==> config.mk <==
export PLATFORM = sky130hd
export DESIGN_NAME = werm_ctrl
export DESIGN_NICKNAME = d
export VERILOG_FILES = /design/src/design/werm_pkg.sv /design/src/design/werm_ctrl.sv
export SDC_FILE = /design/constraint.sdc
export NUM_CORES = 1
export LEC_CHECK = 0
export ABC_AREA = 1
export BUFFER_PORTS_ARGS = -buffer_cell sky130_fd_sc_hd__buf_2
export CAP_MARGIN = 5
export CORE_MARGIN = 1.5
export CORE_UTILIZATION = 45
export DETAILED_ROUTE_END_ITERATION = 8
export PLACE_DENSITY_LB_ADDON = 0.08
export SYNTH_ARGS = -nofsm -noshare
export SYNTH_HDL_FRONTEND = slang
export SYNTH_SLANG_ARGS = --single-unit
export TNS_END_PERCENT = 1
==> constraint.sdc <==
create_clock -name i_clk -period 1.4 [get_ports i_clk]
set_input_delay 0.07 -clock i_clk [delete_from_list [all_inputs] [get_ports i_clk]]
set_output_delay 0.07 -clock i_clk [all_outputs]
set_load 0.01 [all_outputs]
==> src/design/werm_pkg.sv <==
// ----------------------------------------------------------------------------
// werm_pkg
// Shared types and constants of the windowed event rate monitor.
// ----------------------------------------------------------------------------
package werm_pkg;

    localparam int CAPACITY     = 1000;
    localparam int SLOT_W       = $clog2(CAPACITY);
    localparam int CNT_W        = $clog2(CAPACITY + 1);
    localparam int STAMP_W      = 27;
    localparam int EXEC_W       = 16;
    localparam int RATE_W       = 28;
    localparam int TOTAL_W      = 32;
    localparam int SUM_W        = EXEC_W + CNT_W;
    localparam int NUM_W        = CNT_W + 18;
    localparam int QUO_W        = NUM_W;
    localparam int DIV_W        = (SUM_W > NUM_W) ? SUM_W : NUM_W;
    localparam int DIV_CNT_W    = $clog2(DIV_W + 1);

    localparam logic [STAMP_W-1:0] WINDOW_RESET = STAMP_W'(10000);
    localparam logic [RATE_W-1:0]  RATE_MAX     = {RATE_W{1'b1}};
    localparam logic [17:0]        MS_PER_S_Q8  = 18'd256000;

    localparam logic FUNC_RECORD = 1'b0;
    localparam logic FUNC_QUERY  = 1'b1;

    typedef struct packed {
        logic                 func;
        logic [STAMP_W-1:0]   stamp_ms;
        logic [EXEC_W-1:0]    exec_ms;
    } t_in;

    typedef struct packed {
        logic [RATE_W-1:0]    rate_q8;
        logic [EXEC_W-1:0]    avg_exec_ms;
        logic [EXEC_W-1:0]    max_exec_ms;
        logic [TOTAL_W-1:0]   total_events;
        logic [CNT_W-1:0]     stored_events;
    } t_out;

    // controller -> datapath
    typedef struct packed {
        logic load;        // capture input item
        logic record;      // write event
        logic rd_issue;    // issue read of walk index
        logic rd_use;      // consume read data of previous issue
        logic rd_span;     // read address is the start stamp slot
        logic rd_newest;   // read data is the start stamp
        logic div_start;   // start division
        logic div_sel;     // 0 average, 1 rate
        logic div_take;    // capture quotient
        logic out_load;    // load output register
    } t_cmd;

    // datapath -> controller
    typedef struct packed {
        logic is_query;
        logic walk_last;   // issued index is the last
        logic empty;
        logic div_busy;
    } t_sts;

    function automatic logic [SLOT_W-1:0] slot_add(logic [SLOT_W-1:0] a,
                                                   logic [CNT_W-1:0] b);
        logic [CNT_W:0] s;
        s = (CNT_W+1)'(a) + (CNT_W+1)'(b);
        if (s >= (CNT_W+1)'(CAPACITY)) begin
            s = s - (CNT_W+1)'(CAPACITY);
        end
        return s[SLOT_W-1:0];
    endfunction

endpackage

==> src/design/werm_ctrl.sv <==
// ----------------------------------------------------------------------------
// werm_ctrl
// Controller: sequences record, store walk, divisions and result transfer.
// ----------------------------------------------------------------------------
module werm_ctrl (
    input  logic            i_clk,
    input  logic            i_rst_n,
    input  logic            i_in_valid,
    output logic            o_in_ready,
    output logic            o_out_valid,
    input  logic            i_out_ready,
    input  werm_pkg::t_sts  i_sts,
    output werm_pkg::t_cmd  o_cmd
);
    import werm_pkg::*;

    typedef enum logic [8:0] {
        S_IDLE  = 9'b000000001,
        S_DEC   = 9'b000000010,
        S_WALK  = 9'b000000100,
        S_DRAIN = 9'b000001000,
        S_SPAN  = 9'b000010000,
        S_SPAND = 9'b000100000,
        S_DAVG  = 9'b001000000,
        S_DRATE = 9'b010000000,
        S_OUT   = 9'b100000000
    } t_state;

    t_state r_state, n_state;
    logic   r_out_valid, n_out_valid;
    logic   r_div_go, n_div_go;

    assign o_in_ready  = (r_state == S_IDLE);
    assign o_out_valid = r_out_valid;

    always_comb begin
        n_state     = r_state;
        n_out_valid = r_out_valid && !i_out_ready;
        n_div_go    = 1'b0;
        o_cmd       = '0;
        unique case (r_state)
            S_IDLE: begin
                if (i_in_valid && o_in_ready) begin
                    o_cmd.load = 1'b1;
                    n_state    = S_DEC;
                end
            end
            S_DEC: begin
                if (!i_sts.is_query) begin
                    o_cmd.record = 1'b1;
                    n_state      = S_IDLE;
                end else if (i_sts.empty) begin
                    n_state = S_DAVG;
                end else begin
                    o_cmd.rd_issue = 1'b1;
                    n_state = i_sts.walk_last ? S_DRAIN : S_WALK;
                end
            end
            S_WALK: begin
                o_cmd.rd_issue = 1'b1;
                o_cmd.rd_use   = 1'b1;
                if (i_sts.walk_last) begin
                    n_state = S_DRAIN;
                end
            end
            S_DRAIN: begin
                o_cmd.rd_use  = 1'b1;
                o_cmd.rd_span = 1'b1;
                n_state       = S_SPAN;
            end
            S_SPAN: begin
                o_cmd.rd_span = 1'b1;
                n_state       = S_SPAND;
            end
            S_SPAND: begin
                o_cmd.rd_newest = 1'b1;
                n_state         = S_DAVG;
            end
            S_DAVG: begin
                if (!r_div_go && !i_sts.div_busy) begin
                    o_cmd.div_start = 1'b1;
                    n_div_go        = 1'b1;
                end else if (r_div_go || i_sts.div_busy) begin
                    n_div_go = 1'b0;
                    if (!i_sts.div_busy && !r_div_go) begin
                        n_state = S_DRATE;
                    end
                end
                if (!r_div_go && !i_sts.div_busy && o_cmd.div_start == 1'b0) begin
                    n_state = S_DRATE;
                end
                if (r_div_go == 1'b0 && i_sts.div_busy) begin
                    n_div_go = 1'b1;
                end
                if (r_div_go && !i_sts.div_busy) begin
                    o_cmd.div_take  = 1'b1;
                    o_cmd.div_sel   = 1'b1;
                    o_cmd.div_start = 1'b1;
                    n_div_go        = 1'b0;
                    n_state         = S_DRATE;
                end
            end
            S_DRATE: begin
                o_cmd.div_sel = 1'b1;
                if (!i_sts.div_busy && !r_div_go) begin
                    n_div_go = 1'b1;
                end
                if (r_div_go && !(r_out_valid && !i_out_ready)) begin
                    o_cmd.out_load = 1'b1;
                    n_out_valid    = 1'b1;
                    n_div_go       = 1'b0;
                    n_state        = S_IDLE;
                end
            end
            default: begin
                n_state = S_IDLE;
            end
        endcase
    end

    always_ff @(posedge i_clk) begin
        if (!i_rst_n) begin
            r_state     <= S_IDLE;
            r_out_valid <= 1'b0;
            r_div_go    <= 1'b0;
        end else begin
            r_state     <= n_state;
            r_out_valid <= n_out_valid;
            r_div_go    <= n_div_go;
        end
    end

`ifndef SYNTH
    a_no_take_busy: assert property (@(posedge i_clk) disable iff (!i_rst_n)
        o_cmd.out_load |-> !i_sts.div_busy) else $error("output during divide");
    a_rec_once: assert property (@(posedge i_clk) disable iff (!i_rst_n)
        o_cmd.record |=> r_state == S_IDLE) else $error("record not closed");
    a_load_idle: assert property (@(posedge i_clk) disable iff (!i_rst_n)
        o_cmd.load |-> $past(r_state) == S_IDLE || r_state == S_IDLE)
        else $error("load outside idle");
`endif
endmodule

* Word level (Yosys, flattened, before mapping) *
Index checks and enable logic that the tools add are counted.

operators by class
  magnitude comparators = 0
  add/subtract/negate cells = 0
  multiplexer cells = 33
  shift operators = 0
  reductions and logical operators = 14
  equal/unequal tests = 12
  divide/modulo/power cells = 0
  multiply operators = 0
  bitwise logic cells = 2

operator list
  operator              number
  $pmux W9 S8           1
  $mux W9               6
  $mux W1               20
  $eq A9 B1 Y1 const B  1
  $eq A9 B2 Y1 const B  1
  $eq A9 B3 Y1 const B  1
  $eq A9 B4 Y1 const B  1
  $eq A9 B5 Y1 const B  1
  $eq A9 B6 Y1 const B  1
  $eq A9 B7 Y1 const B  1
  $eq A9 B8 Y1 const B  1
  $logic_and A1 B1 Y1   7
  $mux W7               1
  $pmux W1 S2           3
  $logic_not A1 Y1      4
  $mux W4               1
  $ne A2 B2 Y1 const B  2
  $reduce_and A4 Y1     1
  $reduce_or A2 Y1      2
  $mux W3               1
  $ne A3 B3 Y1 const B  1
  $ne A2 B1 Y1 const B  1
  $not A1 Y1            2

storage, ports and cells
  memories kept = 0
  bits in writable memories = 0
  bits in registers = 11
  bits in read-only memories = 0
  latch bits = 0

* Longest topological paths before layout *
  depth in word-level cells = 9
  depth in mapped cells = 10
  gate-level depth less buffers = 10

* Least setup slack after synthesis *
OpenSTA, ideal clock, no wires.

  kind = reg-to-reg
  start = register r_state[6]
  end = register r_state[0]
  setup slack = 246 ps
  buffers on the path = 0
  library setup time = 119 ps
  period minus slack after synthesis = 1154 ps
  data required time = 1281 ps
  cell stages (with the launch flop) = 11
  arrival time = 1034 ps
  cells stage by stage = dfxtp_1 -> inv_2 -> nand2_4 -> nor2_8 -> nand2_1 -> nand2_1 -> nor2_1 -> nand2_1 -> nand2_1 -> nand2_1 -> nand3_1

between the ends
  cells in the longest elaborated chain, start to end = 4

RTL lines
  what                         RTL line                          RTL
  start, declared              werm_ctrl.sv:29                   t_state r_state, n_state;
  start signal, assigned       werm_ctrl.sv:127                  r_state <= n_state;
  $eq A9 B1 Y1                 werm_ctrl.sv:33, werm_ctrl.sv:41
  $logic_and A1 B1 Y1          werm_ctrl.sv:43                   if (i_in_valid && o_in_ready) begin
  $ne A2 B1 Y1 (no line)       -
  $reduce_and A4 Y1 (no line)  -

Several ways; a longest one is shown, not always the timed one.
A chain may end at the register's enable or synchronous reset.

==> flow_summary.json <==
{
  "outcome": "finished, violations left",
  "violations": "setup timing",
  "die_w_um": 42.7,
  "wl_met2_um": 827,
  "powerDensity_nw_per_um2": 785,
  "drive_gt1_frac": 0.471,
  "postRouteAntennaNets": 0,
  "synth_top_area_frac": 0.283,
  "leakage_uw": 0.000535,
  "worst_ep_required_time_ps": 1330,
  "ys.flop_type": "dfxtp_1",
  "path_max_fanout": 3,
  "avgViaCountPerCell": 4.74,
  "crit_chain": "nor2_1 -> nand2_1 -> nor2_2 -> inv_2 -> nor2_4 -> nand2_2 -> nand2_1 -> buf_2",
  "layout_commonest_cell": "nand2_1",
  "setup_ws_ps": -119,
  "synth_seq_cells": 10,
  "drv_slew": 0,
  "post-route-util": 0.629,
  "cp_slowest_cell": "dfxtp_2",
  "synth_cells": 111,
  "cts_root_buf": "clkbuf_4",
  "worst_setup_path_start_kind": "register",
  "cts_hold_buf": 0,
  "wl_met1_um": 773,
  "cts_tree": "built",
  "ys_seq_area_frac": 0.283,
  "hpwl_um": 1250,
  "setup_tns_ps": -283,
  "critical-path-top-delay-family": "simple AND/OR/NAND/NOR gates",
  "cts_buffers": 3,
  "drc_errors": 0,
  "gp_congestion": 0.775,
  "core_area_um2": 1490,
  "maxUsedRoutingLayer": "met4",
  "grt_max_degree": 7,
  "arrival_ps": 1450,
  "hp-class": "primary input to register",
  "die-area_um2": 1820,
  "area_growth_pct": 32.3,
  "port_buffers": 19,
  "grt_pass1_vias": 645,
  "crit_top_cell": "nand2_1",
  "gr-total-overflow": 0,
  "grt_setup_unrepaired": "true",
  "syn_area_um2": 708,
  "syn_nets": 119,
  "fin_nets": 150,
  "rows": 14,
  "drv_cap": 0,
  "drt_iter0_markers": 22,
  "synth.avg_cell_area_um2": 6.38,
  "min_period_ps": 1520,
  "wl_um": 1750,
  "synth_edf_count": 0,
  "cp_num_buf_inv": 2,
  "wire_per_inst_um": 11.2,
  "fin_crit_sh": 1.09,
  "die_h_um": 42.7,
  "critPathMaxStageDelay_ps": 340,
  "met3_length_um": 140,
  "initial_core_util": 0.476,
  "vias": 740,
  "clkSinkCount": 10,
  "ios": 20,
  "yosys_warnings": 0,
  "setup_viol": 6,
  "timing.final.hold_violations": 0,
  "clock_skew_ps": 1.24,
  "ctsHtreeMaxLevel": 1,
  "grt_usage": 0.199,
  "antenna_found_initial": 0,
  "ir_drop_uv": 504,
  "critPathKind": "register to primary output",
  "yosysUniqueCellTypes": 18,
  "yosysTopAreaCell": "dfxtp_1",
  "yosys-top-cells-area": "dfxtp_1 28%, nand2_1 16%, inv_1 8.5%, nand2_4 8.0%, nor2_1 7.4%",
  "antenna_cells": 0,
  "final_cell_mix": "30 x nand2_1, 18 x buf_2, 15 x inv_1",
  "clock_latency_ps": 260,
  "firstDrtPassIters": 4,
  "worst_pin_slew_ps": 223,
  "clock_path_buffers": 2,
  "end_kind": "primary output",
  "path_clk_slew_ps": 70,
  "fmax_ghz": 0.658,
  "slew_headroom": 0.851,
  "grt_first_pass_wirelength_um": 2680,
  "async_reset_ff_frac": 0
}
## routing by layer
| layer | vias up | global-route usage |
|---|---|---|
| met1 | 320 | 0.265 |
| met4 | 0 | 0.0938 |
| met5 | - | 0 |
| li1 | 390 | - |
| met2 | 28 | 0.306 |
| met3 | 2 | 0.0426 |
## cell usage after synthesis, types with 2 or more instances
| master | instances |
|---|---|
| nand2_1 | 31 |
| inv_1 | 16 |
| nor2_1 | 14 |
| dfxtp_1 | 10 |
| nand3_1 | 8 |
| inv_2 | 7 |
| nand2_4 | 5 |
| nand2_2 | 4 |
| nor2_2 | 4 |
| a21oi_1 | 3 |
| nor2_4 | 2 |
## logic make-up (layout without fill, tap and decap cells)
family,Yosys count,in the layout,share of synthesized area
buf+inv,24,53,0.131
compound gates,5,5,0.0353
simple gates,72,72,0.551
flops,10,10,0.283
## power by group
| group | internal (uW) | switching [uW] | total (uW) |
|---|---|---|---|
| sequential | 299 | 13.7 | 313 |
| combinational | 83.7 | 138 | 222 |
| clock | 99.2 | 102 | 201 |
## final timing paths
path | from | endpoint | slack [ps] | depth (start not counted)
worst min-delay path | i_rst_n | r_state[0] | 60 | 2
worst max-delay path | r_state[3] | o_cmd[2] | -120 | 8
worst min register to register | o_out_valid | o_out_valid | 500 | 2
worst max register to register | r_state[3] | r_state[7] | 0 | 9
## layout make-up
class | count | area [um2]
timing repair buffer | 26 | 154
tap | 16 | 20.0
inverter | 24 | 92.6
sequential | 10 | 206
clock buffer | 3 | 22.5
multi-input combinational | 77 | 442
fill | 146 | 552
## timing repair
action / in CTS / in global routing
endpoints found under the hold margin: 0 / 0
gates cloned: 0 / 0
setup buffers: 4 / 3
gates resized for setup: 3 / 12
setup endpoints to repair: 3 / 15
pin swaps: 2 / 7
## stage by stage
stage	worst slack (ps)	instances	area, um2	total power, uW	hold slack (ps)
finish	-119	156	937	736	63.6
global route	-209	156	937	782	55.4
CTS	-26.9	153	883	733	54.0
detailed placement	171	146	823	531	328
global placement	179	146	823	530	326
floorplan	246	111	708	475	154
## flip-flops by register name, indices dropped and copies added (netlist names)
| signal | count |
|---|---|
| o_out_valid | 1 |
| r_state | 8 |
| r_div_go | 1 |
Power figures use the tool's default switching activity.
